File: src/sv/qau_isqrt.sv
// ----------------------------------------------------------------------------
// qau_isqrt
// Floor square root of a 64-bit value, two radicand bits per cycle,
// and a pulse on done.
// ----------------------------------------------------------------------------
`default_nettype none

module qau_isqrt
(
    input  wire logic        clk,
    input  wire logic        rst_n,
    input  wire logic        start,
    input  wire logic [63:0] value,
    output logic             done,
    output logic [31:0]      root
);

    localparam logic [63:0] TOP_BIT = 64'h4000_0000_0000_0000;

    logic [63:0] val_reg,  val_next;
    logic [63:0] r_reg,    r_next;
    logic [63:0] step_bit_reg, step_bit_next;
    logic        busy_reg, busy_next;
    logic        done_reg, done_next;

    // one digit step
    always_comb
    begin
        logic [63:0] trial;
        trial         = r_reg + step_bit_reg;
        val_next      = val_reg;
        r_next        = r_reg;
        step_bit_next = step_bit_reg;
        busy_next     = busy_reg;
        done_next     = 1'b0;
        if (start) begin
            val_next      = value;
            r_next        = '0;
            step_bit_next = TOP_BIT;
            busy_next     = 1'b1;
        end
        else if (busy_reg) begin
            if (val_reg >= trial) begin
                val_next = val_reg - trial;
                r_next   = (r_reg >> 1) + step_bit_reg;
            end
            else begin
                r_next = r_reg >> 1;
            end
            step_bit_next = step_bit_reg >> 2;
            if (step_bit_reg == 64'd1) begin
                busy_next = 1'b0;
                done_next = 1'b1;
            end
        end
    end

    always_ff @(posedge clk or negedge rst_n)
    begin
        if (!rst_n) begin
            busy_reg <= 1'b0;
            done_reg <= 1'b0;
        end
        else begin
            busy_reg <= busy_next;
            done_reg <= done_next;
        end
    end

    always_ff @(posedge clk)
    begin
        val_reg      <= val_next;
        r_reg        <= r_next;
        step_bit_reg <= step_bit_next;
    end

    assign done = done_reg;
    assign root = r_reg[31:0];

endmodule

`default_nettype wire

File: config.mk
export PLATFORM = sky130hd
export DESIGN_NAME = qau_isqrt
export DESIGN_NICKNAME = d
export VERILOG_FILES = /design/src/sv/qau_isqrt.sv
export SDC_FILE = /design/constraint.sdc
export NUM_CORES = 1
export LEC_CHECK = 0
export ABC_AREA = 1
export BUFFER_PORTS_ARGS = -buffer_cell sky130_fd_sc_hd__buf_2
export CORE_MARGIN = 2
export CORE_UTILIZATION = 58
export DETAILED_ROUTE_END_ITERATION = 10
export PLACE_DENSITY = 0.76
export SETUP_SLACK_MARGIN = 0.3
export SLEW_MARGIN = 20
export SYNTH_ARGS = -nofsm -noshare
export SYNTH_HDL_FRONTEND = slang
export SYNTH_SLANG_ARGS = --single-unit
File: constraint.sdc
create_clock -name clk -period 11.1 [get_ports clk]
set_input_delay 0.555 -clock clk [delete_from_list [all_inputs] [get_ports clk]]
set_output_delay 0.555 -clock clk [all_outputs]
set_load 0.01 [all_outputs]
Word level (Yosys, flattened, before mapping)

Cells that the tools add are included.

Register bits after elaboration: 162
Latch bits: 0
Memory bits (writable): 0
Bits in read-only memories: 0
Bits of input ports: 67
Output and inout bits: 33
Logic and storage cells: 23
Memories kept: 0

Add/subtract/negate cells: 3
Multiply operators: 0
Divide/modulo/power cells: 0
Order comparisons: 1
Equal/unequal tests: 1
Shift-type cells: 0
Multiplexer cells: 10
Bitwise logic cells: 0
Reduce and logical (&&, ||, !) cells: 3

Operator list:

| kind                                                 | number |
|---|---|
| 2-to-1 mux 64 bit                                    | 4 |
| adder 63 x 63 -> 64 bit                              | 1 |
| adder 64 x 63 -> 64 bit                              | 1 |
| greater-or-equal comparator 64 bit                   | 1 |
| subtractor 64 bit                                    | 1 |
| equality test 32 x 1 -> 1 bit, second input constant | 1 |
| 2-to-1 mux 1 bit                                     | 6 |
| nonzero test 2 bit                                   | 2 |
| AND reduction 2 bit                                  | 1 |

Longest topological paths before layout

Depth after elaboration: 5
Mapped depth: 31
Mapped depth without buffers: 29

Worst setup path after synthesis

Ideal clock, no wire load.

Kind: flip-flop to flip-flop
From: reg r_reg[6]
To: reg val_reg[0] (enable)
Library setup time: 0.424 ns
Arrival time: 4.542 ns
Required time: 10.676 ns
Path slack: 6.135 ns
Cell stages (with the launch flop): 26
Buffers on the path: 1
Period minus slack after synthesis: 4.965 ns
Cell sequence: dfxtp_1 ha_1 nand2_1 o21ai_0 inv_1 nand2_1 nand3_1 nand2_1 nand2_1 nand2_1 nand2_1 nand2_1 a21oi_1 xor2_1 ha_1 nand2_1 nor2_1 inv_2 nor2_4 nand2_1 nor3_2 nand2_2 nand2_2 nand2_2 buf_2 nand2_1

Cells in the longest elaborated chain, start to end: 4

Ends and longest elaborated chain:

| what                               | line | text |
|---|---|---|
| start: declaration                 | 21   | `logic [63:0] r_reg, r_next;` |
| start signal: assignment           | 73   | `r_reg <= r_next;` |
| adder 64 x 63 -> 64 bit            | 30   | `trial = r_reg + step_bit_reg;` |
| greater-or-equal comparator 64 bit | 43   | `if (val_reg >= trial) begin` |
| nonzero test 2 bit (no line)       | n/a  |  |
| AND reduction 2 bit (no line)      | n/a  |  |
| end signal: assignment             | 72   | `val_reg <= val_next;` |
| end: declaration                   | 20   | `logic [63:0] val_reg, val_next;` |

No other way between the ends.
A chain may end at the register's enable or synchronous reset.

Worst setup path after layout

From: reg r_reg[26]
To: reg val_reg[2] (enable)

The elaborated chain is that of the path after synthesis.

==> summary.md <==
| Metric | Value |
|---|---|
| CTS tree | `built` |
| Fillers | `3512` |
| Fmax | `165 MHz` |
| Final core occ | `61.8%` |
| Area delta synth->final | `5.40%` |
| Core ar. | `0.0344 mm^2` |
| Detail Placement HPWL | `62400 um` |
| R2r startpoint | `r_reg[26]` |
| Synthesis Warnings | `0` |
| Most common cell after layout, fill and taps aside | `nand2_1` |
| Final Non-Filler Cells | `4053` |
| P per Cell Area | `261 mW/mm^2` |
| Reg clk slew, reported paths | `0.07 ns` |
| Critical Path RT | `11.19 ns` |
| Synth Net Count | `3772` |
| Synth top area share | `22.3%` |
| Gpl congestion | `1.09` |
| H-tree levels | `4` |
| Gate power share | `67.6%` |
| Initial antenna violation count | `0` |
| MaxCap Viol Count | `0` |
| Max-slew violation count | `0` |
| Critical hold path startpoint | `value[11]` |
| Port-buffer cells | `99` |
| # rows | `68` |
| Crit Path Class | `flip-flop to flip-flop` |
| Cell taking the most area after synthesis | `nand2_1` |
| Sw Ratio | `55.6%` |
| VDD IR max | `0.191 mV` |
| Ant. Diodes | `0` |
| Pint | `2.46 mW` |
| Post-Route WL | `79400 um` |
| GRT overflow | `0` |
| Hold Fails Final Rpt | `0` |
| Max-slew headroom | `28.4%` |
| Sequential share of the synthesized area | `19.3%` |
| CTS Buf Count | `17` |
| RSZ-0062 raised after global routing | `no` |
| Dominant cells by area after synthesis | `nand2_1 (22%), dfxtp_1 (9.5%), edfxtp_1 (9.5%), inv_1 (9.1%), nor2_1 (8.2%)` |
| Clock Skew | `0.0206 ns` |
| Chip width | `190 um` |
| Static leakage | `9.94 nW` |
| Global-route wire length before repair | `121000 um` |
| Setup violators final | `0` |
| Die Y | `190 um` |
| FF/Latch Area | `0.00389 mm^2` |
| All-layer global routing usage | `43.4%` |
| CP max FO | `64` |
| Vias/cell | `5.88` |
| Avg Cell Area, Syn | `5.64 um^2` |
| Largest net degree at the start of global routing | `90` |
| Hold Crit Class | `input pin to flip-flop` |
| Share of post-route cells with drive strength above 1 | `5.61%` |
| CP arrival | `6.15 ns` |
| Dpl cells | `4020` |
| TritonCTS Sinks | `162` |
| Vias in the first global route | `22.4k` |
| Worst setup SP type | `flip-flop` |
| Worst slew pin tran | `1.07 ns` |
| Max clock buf depth | `2` |
| Clock power frac | `11.5%` |
| Worst Setup End Kind | `flip-flop` |
| Mapped Area | `0.0202 mm^2` |
| DRT iter0 DRCs | `3011` |
| CP Launch Point | `r_reg[26]` |
| Reg power frac | `20.9%` |
| # nets final | `3783` |
| Post-CTS Setup Inserts | `0` |
| ANT nets after route | `0` |
| Via Count | `23.8k` |
| Remaining DRCs | `0` |
| Worst-Skew Late Latency | `0.48 ns` |
| Wirelength per Cell | `19.6 um` |
| Drt pass-1 iters | `7` |
| Register bit total from synthesis | `162` |
| Unique masters post-synth | `45` |
| Area taken by multi-input logic gates | `0.0138 mm^2` |
| Tmin final | `6.05 ns` |
| Ports | `100` |
| Root Driver | `clkbuf_16` |
| Cells after Synth | `3574` |
| Die Footprint | `0.0363 mm^2` |
| Status | `complete, no violations` |
| Period utilisation layout | `54.5%` |
| Most frequent cells in the layout | `nand2_1 (1199), inv_1 (489), nor2_1 (439)` |
| Initial Util | `58.7%` |
| Switching power total | `3.08 mW` |
| Fin Setup TNS | `0 ns` |
==> final cells by class <==
type	instances	share of cell area, %
Clock buffer	18	2.02
Multi-Input combinational cell	2801	64.8
Clock inverter	14	0.771
Sequential cell	162	18.3
Timing Repair Buffer	109	2.71
Tap cell	455	2.68
Inverter	494	8.72
==> timing repair <==
action / 4_1_cts / 5_1_grt
resized for setup: 0 / 0
endpoints found under the hold margin: 2 / 0
hold buffers: 1 / 0
==> path summary, 6_finish.rpt <==
path,to,cells past startpoint,slack (ns)
min reg2reg,r_reg[0],2,0.52
min in group asynchronous,busy_reg,2,0.40
max,val_reg[2],20,5.05
max reg2reg,val_reg[2],20,5.05
min,val_reg[11],3,0.35
max in group asynchronous,busy_reg,2,10.60
==> power by group through the flow <==
stage                     Sequential, mW  Clock, mW  Combinational, mW
after floorplan                     1.02          0               2.80
after detailed placement            1.15          0               3.60
after global routing                1.17      0.657               4.12
after global placement              1.14          0               3.53
after CTS                           1.14      0.633               3.63
final                               1.16      0.639               3.75
==> layer usage <==
metal / routed length [um] / global-route usage, % / share of wire (%)
met5: 0 / 0 / 0
met4: 5400 / 26.1 / 6.8
met3: 7530 / 7.55 / 9.5
met2: 35800 / 71.3 / 45
met1: 30600 / 53.0 / 39
==> cell families (layout without fill, tap and decap cells) <==
family,Yosys count,count (layout),synth area share (%)
buf+inv,611,635,12.5
fa+ha+maj,131,131,8.16
compound gates,472,472,12.7
xor+xnor,100,100,4.34
simple gates,2098,2098,43.0
flops,162,162,19.3
==> synthesized netlist by cell type, drive strengths merged <==
library cell,number
a21o,12
dfxtp,96
o311ai,1
fa,1
nand2,1216
nor4,13
o21a,6
nand4,35
a31oi,15
buf,76
nor2,449
nand3b,35
xor2,48
o221ai,1
ha,130
inv,494
nor3,33
nand3,298
dfrtp,2
edfxtp,64
o31a,1
a21boi,1
o31ai,1
xnor2,52
or2,16
clkbuf,41
a21oi,229
o21bai,22
o21ai,173
o211ai,5
a211oi,5
and2,3
==> through the flow <==
stage	power (mW)	cell area (um^2)	worst slack (ns)	hold slack, ns
final	5.54	21300	5.05	0.353
after global routing	5.94	21300	4.79	0.352
after CTS	5.40	21300	5.24	0.350
after detailed placement	4.75	20700	5.30	0.345
after global placement	4.68	20700	5.31	0.340
after floorplan	3.81	20200	6.13	0.259
==> worst max-delay path: stages, from the launching register on <==
cell and delay (ns):
dfxtp_1 0.58, ha_1 0.27, nand2_1 0.13, o21ai_0 0.35, nand2_1 0.17, o21ai_0 0.43
o21bai_1 0.19, a21oi_1 0.11, o21ai_0 0.43, xnor2_1 0.21, ha_1 0.40, nand2_1 0.15
nor2_1 0.19, nand2_1 0.13, nor2_1 0.21, a21oi_4 0.07, buf_4 0.30, nand2_2 0.17
nand2_2 0.22, nand2_2 0.12, buf_4 0.69
(Power assumes the default switching activity.)
