$ cat src/sv/qau_pkg.sv
// ----------------------------------------------------------------------------
// qau_pkg
// Shared types, opcodes and helpers for the quaternion arithmetic unit.
// ----------------------------------------------------------------------------
`default_nettype none

package qau_pkg;

    // default fraction width of the Q format
    localparam int FRAC_BITS_DEF = 28;
    localparam int LANES         = 4;
    localparam int MAX_ROWS      = 3;

    localparam logic signed [63:0] SAT_MAX = 64'sd2147483647;
    localparam logic signed [63:0] SAT_MIN = -64'sd2147483648;

    typedef enum logic [2:0] {
        OP_MUL   = 3'd0,
        OP_ADD   = 3'd1,
        OP_SCALE = 3'd2,
        OP_DOT   = 3'd3,
        OP_INV   = 3'd4,
        OP_NORM  = 3'd5,
        OP_MAT   = 3'd6,
        OP_RSVD  = 3'd7
    } op_t;

    // sequencer for the inverse / normalize path
    typedef enum logic [1:0] {
        SLOW_IDLE,
        SLOW_SQRT,
        SLOW_DIV,
        SLOW_DONE
    } slow_state_t;

    typedef struct packed {
        logic        [2:0]  req_type;
        logic signed [31:0] a_w;
        logic signed [31:0] a_x;
        logic signed [31:0] a_y;
        logic signed [31:0] a_z;
        logic signed [31:0] b_w;
        logic signed [31:0] b_x;
        logic signed [31:0] b_y;
        logic signed [31:0] b_z;
    } req_t;

    typedef struct packed {
        logic signed [31:0] res_a;
        logic signed [31:0] res_b;
        logic signed [31:0] res_c;
        logic signed [31:0] res_d;
        logic signed [31:0] res_scalar;
        logic               zero_norm_error;
        logic               last_of_run;
    } res_t;

    // multiplier lane stage enables
    typedef struct packed {
        logic mul_en;
        logic rnd_en;
    } lane_en_t;

    // divider lane controls
    typedef struct packed {
        logic load;
        logic step;
    } div_ctl_t;

    // clamp to the signed 32-bit range
    function automatic logic signed [31:0] sat32(input logic signed [63:0] v);
        logic signed [31:0] r;
        if (v > SAT_MAX) begin
            r = 32'sh7FFF_FFFF;
        end
        else if (v < SAT_MIN) begin
            r = 32'sh8000_0000;
        end
        else begin
            r = v[31:0];
        end
        return r;
    endfunction

endpackage

`default_nettype wire

$ cat src/sv/qau_div_lane.sv
// ----------------------------------------------------------------------------
// qau_div_lane
// Restoring divider, one quotient bit per step: (mag * 2^F) / divisor,
// truncated toward zero, signed and saturated to 32 bits.
// ----------------------------------------------------------------------------
`default_nettype none

module qau_div_lane
    import qau_pkg::*;
#(
    parameter int FRAC_BITS = FRAC_BITS_DEF
)
(
    input  wire logic                        clk,
    input  wire div_ctl_t                    ctl,
    input  wire logic [31:0]                 num_mag,
    input  wire logic                        num_neg,
    input  wire logic [66-FRAC_BITS-1:0]     divisor,
    output logic signed [31:0]               quot
);

    localparam int DVW = 66 - FRAC_BITS;
    localparam int QW  = 32 + FRAC_BITS;

    logic [QW-1:0]  q_reg,   q_next;
    logic [DVW-1:0] rem_reg, rem_next;
    logic           neg_reg, neg_next;

    // shift-subtract step
    always_comb
    begin
        logic [DVW:0]   rem_sh;
        logic [DVW+1:0] diff;
        rem_sh   = {rem_reg, q_reg[QW-1]};
        diff     = {1'b0, rem_sh} - {2'b00, divisor};
        q_next   = q_reg;
        rem_next = rem_reg;
        neg_next = neg_reg;
        if (ctl.load) begin
            q_next   = QW'(num_mag) << FRAC_BITS;
            rem_next = '0;
            neg_next = num_neg;
        end
        else if (ctl.step) begin
            q_next   = {q_reg[QW-2:0], ~diff[DVW+1]};
            rem_next = diff[DVW+1] ? rem_sh[DVW-1:0] : diff[DVW-1:0];
        end
    end

    always_ff @(posedge clk)
    begin
        q_reg   <= q_next;
        rem_reg <= rem_next;
        neg_reg <= neg_next;
    end

    // apply sign and saturate
    always_comb
    begin
        logic hi;
        hi = |q_reg[QW-1:32];
        if (neg_reg) begin
            if (hi || (q_reg[31] && |q_reg[30:0])) begin
                quot = 32'sh8000_0000;
            end
            else begin
                quot = -$signed(q_reg[31:0]);
            end
        end
        else begin
            if (hi || q_reg[31]) begin
                quot = 32'sh7FFF_FFFF;
            end
            else begin
                quot = $signed(q_reg[31:0]);
            end
        end
    end

endmodule

`default_nettype wire

$ cat config.mk
export PLATFORM = sky130hd
export DESIGN_NAME = qau_div_lane
export DESIGN_NICKNAME = d
export VERILOG_FILES = /design/src/sv/qau_pkg.sv /design/src/sv/qau_div_lane.sv
export SDC_FILE = /design/constraint.sdc
export NUM_CORES = 1
export LEC_CHECK = 0
export ABC_AREA = 1
export BUFFER_PORTS_ARGS = -buffer_cell sky130_fd_sc_hd__buf_2
export CORE_AREA = 2 2 127 129
export CTS_CLUSTER_DIAMETER = 50
export DETAILED_ROUTE_END_ITERATION = 10
export DIE_AREA = 0 0 129 131
export PLACE_DENSITY = 0.75
export REMOVE_ABC_BUFFERS = 1
export SYNTH_ARGS = -nofsm -noshare
export SYNTH_HDL_FRONTEND = slang
export SYNTH_SLANG_ARGS = --single-unit
$ cat constraint.sdc
create_clock -name clk -period 2.1 [get_ports clk]
set_input_delay 0.21 -clock clk [delete_from_list [all_inputs] [get_ports clk]]
set_output_delay 0.21 -clock clk [all_outputs]
set_load 0.05 [all_outputs]
== Word-level counts from Yosys, hierarchy flattened ==
Cells that the tools add are included.
Storage, ports and cells
  bits in registers: 99
  output and inout port bits: 32
Operators by class
  reductions and logical operators: 6
  bitwise operators: 1
  muxes and demuxes: 6
  add/subtract/negate cells: 2
Operators with widths (number)
  $mux W60: 2
  $mux W32: 3
  $sub A39 B38 Y40: 1
  $mux W38: 1
  $neg A32 Y32: 1
  $reduce_or A31 Y1: 1
  $reduce_or A28 Y1: 1
  $logic_or A1 B1 Y1: 2
  $reduce_bool A2 Y1: 1
  $logic_and A1 B1 Y1: 1
  $not A1 Y1: 1

== Logic depth before layout (Yosys ltp) ==
Gate-level depths: netlist of the first run.
  word-level depth: 5
  gate-level depth with buffers: 17

== Worst setup path after synthesis of the first run ==
Ideal clock, no wire load.
  path type: register to output
  start: reg q_reg[0]
  end: out quot[2]
  slack: -0.615 ns
  required time: 1.890 ns
  cell stages (with the launch flop): 11
  arrival time: 2.505 ns
  path through: dfxtp_1 inv_1 ha_1 nand3_2 nor2_4 nand2_2 o21ai_2 nand2_2 nor2_4 inv_2 o21ai_0
On the way
  cells in the longest elaborated chain, start to end: 5
  elaborated cells on any way between the ends: 6
  classes of those cells: add/sub: 1; mux: 2; reduce/logical: 3
Ends and longest elaborated chain
  start: declaration: RTL line qau_div_lane.sv:25  | logic [QW-1:0] q_reg, q_next;
  start signal: assignment: RTL line qau_div_lane.sv:52  | q_reg <= q_next;
  parallel branches: the longest is 3 deep, another holds $neg A32 Y32
  $mux W32 (*): RTL line qau_div_lane.sv:63  | if (hi || (q_reg[31] && |q_reg[30:0])) begin
  $mux W32 (*): RTL line qau_div_lane.sv:62  | if (neg_reg) begin
  end: declaration: RTL line qau_div_lane.sv:19  | output logic signed [31:0] quot
Every way passes the cells marked *.

== Worst setup path after layout of the first run ==
  start: reg q_reg[30]
  end: out quot[22]
On the way
  cells in the longest elaborated chain, start to end: 5
Ends and longest elaborated chain (RTL line)
  $reduce_or A31 Y1: qau_div_lane.sv:63
  $logic_and A1 B1 Y1: qau_div_lane.sv:63
  $logic_or A1 B1 Y1: qau_div_lane.sv:63
  $mux W32: qau_div_lane.sv:63
  $mux W32: qau_div_lane.sv:62
Every way passes these cells.

==> results.json, run 1 <==
{
  "outcome": "finished with violations",
  "violations": "setup timing",
  "combPwrFrac_pct": 22.6,
  "syn_area_sq_um": 8260,
  "h-tree-depth": 3,
  "fmax_mhz": 394,
  "p_sw_mw": 1.62,
  "final_common_cell": "nand2_1",
  "grt_pass1_vias": 9464,
  "port_buffers": 105,
  "clock-sinks": 99,
  "fp.dieArea_sq_um": 16900,
  "min_period_ns": 2.54,
  "syn-instance-count": 1331,
  "antenna_cells": 0,
  "rr_startpoint": "q_reg[59]",
  "antenna_found_initial": 1,
  "p_sw_share_pct": 31.8,
  "end_kind": "output pin",
  "worstSkewPairLatency_ns": 0.37,
  "firstDrtPassIters": 6,
  "grt.busiest_layer": "met2",
  "p_int_mw": 3.47,
  "routabilityCongestion": 1.01,
  "root_buffer": "clkbuf_16",
  "grt_overflow": 0,
  "slew_viol_final": 0,
  "tritoncts": "yes",
  "ctsHoldBuffers": 0,
  "layout-drive-gt1-share_pct": 35.3,
  "min_path_type": "primary input to flop",
  "r2r-end": "rem_reg[14]",
  "crit_type": "flop to output pin",
  "ios": 106,
  "drt_iter0_drc": 1004,
  "dp.final_hpwl_um": 19700,
  "worstRegToRegCells": 16,
  "cp_max_fo": 10,
  "wl_per_cell_um": 17.1,
  "clk_pin_slew_ns": 0.08,
  "cts_made_buffers": 9,
  "start_util_pct": 52.9,
  "slew_headroom_pct": 55.3,
  "pre_cts_ws_ns": -0.160,
  "largest_reg_flops": 60,
  "mostFrequentLayoutCells": "371 x nand2_1, 202 x inv_1, 146 x buf_4",
  "grtUsageMet1_pct": 39.6,
  "fin_nets": 1706,
  "vias_per_cell": 5.64,
  "yosysWarningCount": 0,
  "use_met2_pct": 57.0,
  "grt_pass1_wl_um": 43600,
  "coreArea_sq_um": 15600,
  "setup_ws_ns": -0.436,
  "cp-start-kind": "flop",
  "min_path_cells": 1,
  "p_seq_share_pct": 41.1,
  "row_count": 46,
  "min_to": "neg_reg",
  "ys_ff_latch": 99,
  "critPathRequiredTime_ns": 1.89,
  "arrival_ns": 2.33,
  "fin_skew_ns": 0.0122,
  "synth-seq-area-share_pct": 28.0,
  "p_leak_nw": 6.45,
  "tightest_slew_ns": 0.670,
  "min-delay-start": "num_neg",
  "ant_nets": 0,
  "grt_usage_pct": 32.3,
  "grt_start_max_net_pins": 66,
  "wirelength_um": 31100,
  "grt_use_met3_pct": 4.85,
  "die_x_um": 129,
  "routed-via-count": 10200,
  "fillers": 1047,
  "setup_viol_count_final": 71,
  "place_inst": 1764,
  "synth_cell_types": 40,
  "die_h_um": 131,
  "clkPwrFrac_pct": 36.3,
  "drt_drc_violations_left": 0,
  "rsz0062_at_grt": "yes",
  "cellPowerDensity_nw_per_um2": 415,
  "stdcell_count": 1813,
  "power_mw": 5.09,
  "syn_to_final_growth_pct": 48.7,
  "peakVddDrop_uv": 502,
  "hold_viol": 0,
  "period_share_pct": 121,
  "clk_path_buf_depth": 2,
  "cap_violations": 0,
  "syn_area_per_cell_sq_um": 6.20,
  "r2r_slack_ns": -0.30
}
==> power by group through the flow <==
stage	Combinational [mW]	Clock, mW	Sequential (mW)
floorplan	0.535	0	2.12
global placement	0.877	0	2.13
detailed placement	0.889	0	2.13
CTS	0.987	1.85	2.09
global route	1.22	1.93	2.10
finish	1.15	1.85	2.09
==> repair_timing <==
item,CTS,global route
buffers inserted,7,20
gates resized for setup,154,249
setup endpoints to repair,49,71
gates cloned,0,7
pin swaps,18,82
==> cell families after synthesis <==
logic type	count (synthesis)	share of synthesized area (%)
simple gates	717	37.5
fa+ha+maj	40	6.15
flops	99	28.0
buf+inv	262	12.3
compound gates	173	11.8
xor+xnor	40	4.24
==> worst max-delay path: stages (launching register included) <==
cell and delay, ns:
edfxtp_1 0.41, nor3_1 0.40, nand3_1 0.18, o21ai_2 0.16, nand2_2 0.09, nor2_4 0.13, inv_4 0.09, buf_12 0.16
o21ai_2 0.15, buf_6 0.18
==> per-stage QoR <==
step	util [%]	area [sq um]	TNS [ns]	hold slack (ns)
after floorplan	-	8090	-120.98	0.309
after global placement	64.7	10100	-2.12	0.388
after detailed placement	64.7	10100	-3.12	0.392
after CTS	70.2	10900	-8.58	0.0187
after global routing	78.7	12300	-24.62	0.0223
final	78.7	12300	-18.43	0.0180
==> how the worst max path moves through the flow <==
stage,startpoint,to,depth (start not counted)
floorplan,ctl[0],q_reg[28],4
finish,q_reg[30],quot[22],9
global route,q_reg[30],quot[4],8
global placement,q_reg[59],rem_reg[32],16
CTS,q_reg[59],quot[26],9
detailed placement,q_reg[59],rem_reg[32],16
==> metal layers <==
metal  up-vias  share of wire (%)
li1       4772                  -
met1      4678                 38
met2       619                 48
met3       153                8.6
met4         2                4.9
met5         -              0.042
==> layout make-up <==
type | instances | area [sq um] | share of cell area (%)
inverter | 225 | 855 | 6.96
timing repair buffer | 287 | 2430 | 19.8
sequential | 99 | 2320 | 18.9
clock inverter | 7 | 88.8 | 0.724
clock buffer | 9 | 225 | 1.83
multi-input combinational | 970 | 6080 | 49.5
tap | 216 | 270 | 2.20
==> Yosys cell counts, drive strengths merged <==
cell type	n	area [sq um]
nand3	113	621
o22ai	27	169
and2	3	20.0
dfxtp	66	1320
edfxtp	33	991
nor3	16	85.1
nand3b	11	82.6
nand4	17	106
inv	225	845
o21bai	5	37.5
fa	1	20.0
o21a	1	7.51
a31oi	2	12.5
xnor2	14	123
or2	1	6.26
ha	39	488
o21ai	98	498
xor2	26	228
a21oi	31	170
nor4	9	56.3
nor2	104	425
clkbuf	25	93.8
buf	12	75.1
a22o	9	78.8
nand2	443	1700
Note: power is estimated with default switching activity, not from simulation.
==> inputs of run 2 (changes only) <==
--- a/config.mk
+++ b/config.mk
@@ -11,8 +11,9 @@
 export CTS_CLUSTER_DIAMETER = 50
 export DETAILED_ROUTE_END_ITERATION = 10
 export DIE_AREA = 0 0 129 131
-export PLACE_DENSITY = 0.75
+export PLACE_DENSITY = 0.74
 export REMOVE_ABC_BUFFERS = 1
+export SKIP_CTS_REPAIR_TIMING = 1
 export SYNTH_ARGS = -nofsm -noshare
 export SYNTH_HDL_FRONTEND = slang
 export SYNTH_SLANG_ARGS = --single-unit
==> results.json, run 2 (synthesis results as in run 1) <==
{
  "layout-drive-gt1-share_pct": 27.1,
  "path_buf_inv": 3,
  "r2r-end": "rem_reg[32]",
  "drt_iter0_drc": 753,
  "end_kind": "output pin",
  "final_common_cell": "nand2_1",
  "vias_per_cell": 5.35,
  "setup_viol_count_final": 49,
  "grt_start_max_net_pins": 31,
  "fillers": 1308,
  "root_buffer": "clkbuf_16",
  "cp_max_fo": 8,
  "hold_ws_ns": 0.0208,
  "period_share_pct": 118,
  "ant_nets": 0,
  "peakVddDrop_uv": 405,
  "arrival_ns": 2.28,
  "wl_per_cell_um": 15.1,
  "fp.dieArea_sq_um": 16900,
  "tritoncts": "yes",
  "routabilityCongestion": 1.05,
  "clock-sinks": 99,
  "cp_top_family": "simple AND/OR/NAND/NOR gates",
  "fin_nets": 1684,
  "min_path_type": "primary input to flop",
  "cellPowerDensity_nw_per_um2": 434,
  "dp.final_hpwl_um": 19600,
  "rsz0062_at_grt": "yes",
  "grt_usage_pct": 30.4,
  "drt_drc_violations_left": 0,
  "ios": 106,
  "clk_path_buf_depth": 2,
  "cap_violations": 0,
  "die_h_um": 131,
  "violations": "setup timing",
  "min_period_ns": 2.49,
  "slew_headroom_pct": 68.7,
  "port_buffers": 105,
  "fin_area_sq_um": 11300,
  "min_path_cells": 1,
  "h-tree-depth": 3,
  "min-delay-start": "num_neg",
  "crit_type": "flop to output pin",
  "place_inst": 1767,
  "coreArea_sq_um": 15600,
  "r2r_slack_ns": -0.23,
  "firstDrtPassIters": 6,
  "power_mw": 4.90,
  "cp-startpoint": "q_reg[30]",
  "cts_made_buffers": 9,
  "critPathRequiredTime_ns": 1.89,
  "max_stage_delay_ns": 0.40,
  "worstSkewPairLatency_ns": 0.37,
  "fmax_mhz": 402,
  "crit_slowest_cell": "edfxtp_1",
  "routed-via-count": 9584,
  "min_to": "neg_reg",
  "p_leak_nw": 5.92,
  "syn_to_final_growth_pct": 36.7,
  "worstRegToRegCells": 16,
  "grt_pass1_wl_um": 40800,
  "die_x_um": 129,
  "cp-start-kind": "flop",
  "tightest_slew_ns": 0.464,
  "crit_chain": "nor3_1 > nand3_1 > o21ai_2 > nand2_2 > nor2_4 > inv_4 > buf_6 > o21ai_2 > buf_6",
  "wirelength_um": 27100,
  "dpl_cell_area_sq_um": 10100,
  "fin_skew_ns": 0.0101,
  "grt_overflow": 0,
  "largest_reg_flops": 60,
  "antenna_found_initial": 1,
  "hold_viol": 0,
  "slew_viol_final": 0,
  "clk_pin_slew_ns": 0.08,
  "stdcell_count": 1792,
  "start_util_pct": 52.9,
  "grt_pass1_vias": 8672,
  "row_count": 46,
  "setup_ws_ns": -0.387,
  "mostFrequentLayoutCells": "416 x nand2_1, 210 x inv_1, 143 x buf_4",
  "rr_startpoint": "q_reg[59]",
  "outcome": "finished with violations"
}
## run 2: layout make-up
type / instances / area, sq um / share of cell area, %
antenna: 1 / 2.50 / 0.0222
clock buffer: 9 / 225 / 2.00
clock inverter: 7 / 86.3 / 0.765
inverter: 225 / 847 / 7.50
multi-input combinational: 970 / 5440 / 48.2
sequential: 99 / 2310 / 20.5
tap: 216 / 270 / 2.39
timing repair buffer: 265 / 2100 / 18.6
## run 2: per-layer routing
metal / wire length, um / vias to the layer above / global-route usage [%]
li1: - / 4734 / -
met3: 1950 / 71 / 5.62
met2: 12900 / 381 / 52.7
met1: 11300 / 4398 / 38.1
met5: 0 / - / 0
met4: 895 / 0 / 10.4
## run 2: power by group
part	internal (mW)	switching, mW	leakage, nW
Clock	0.857	0.902	0.150
Combinational	0.425	0.624	4.88
Sequential	2.05	0.0429	0.884
Total	3.33	1.57	5.92
## run 2: worst max-delay path by stage
stage	end	depth (start not counted)	slack, ns
final	quot[13]	9	-0.39
after global routing	quot[11]	9	-0.51
after CTS	quot[10]	9	-0.51
after detailed placement	rem_reg[32]	16	-0.21
after global placement	rem_reg[32]	16	-0.18
after floorplan	q_reg[28]	4	-1.75
## run 2: worst reg2reg max path: stages, from the launching register on
cell and delay, ns:
edfxtp_1 0.41, inv_1 0.13, ha_1 0.18, inv_1 0.07, fa_1 0.40, nand3_1 0.11
nand3_2 0.13, nand2_1 0.09, nand3_1 0.14, nand2_1 0.11, nand2_1 0.11, nand2_1 0.10
nand2_1 0.05, nand2_1 0.05, nand3_1 0.06, nand2_1 0.06, nand2_1 0.04
## run 2: metrics by stage
stage	utilization, %	TNS (ns)	worst slack (ns)
after floorplan	-	-120.98	-1.75
after global placement	64.8	-1.76	-0.181
after detailed placement	64.8	-3.47	-0.215
after CTS	66.8	-17.22	-0.515
after global routing	72.3	-20.68	-0.511
final	72.4	-12.91	-0.387
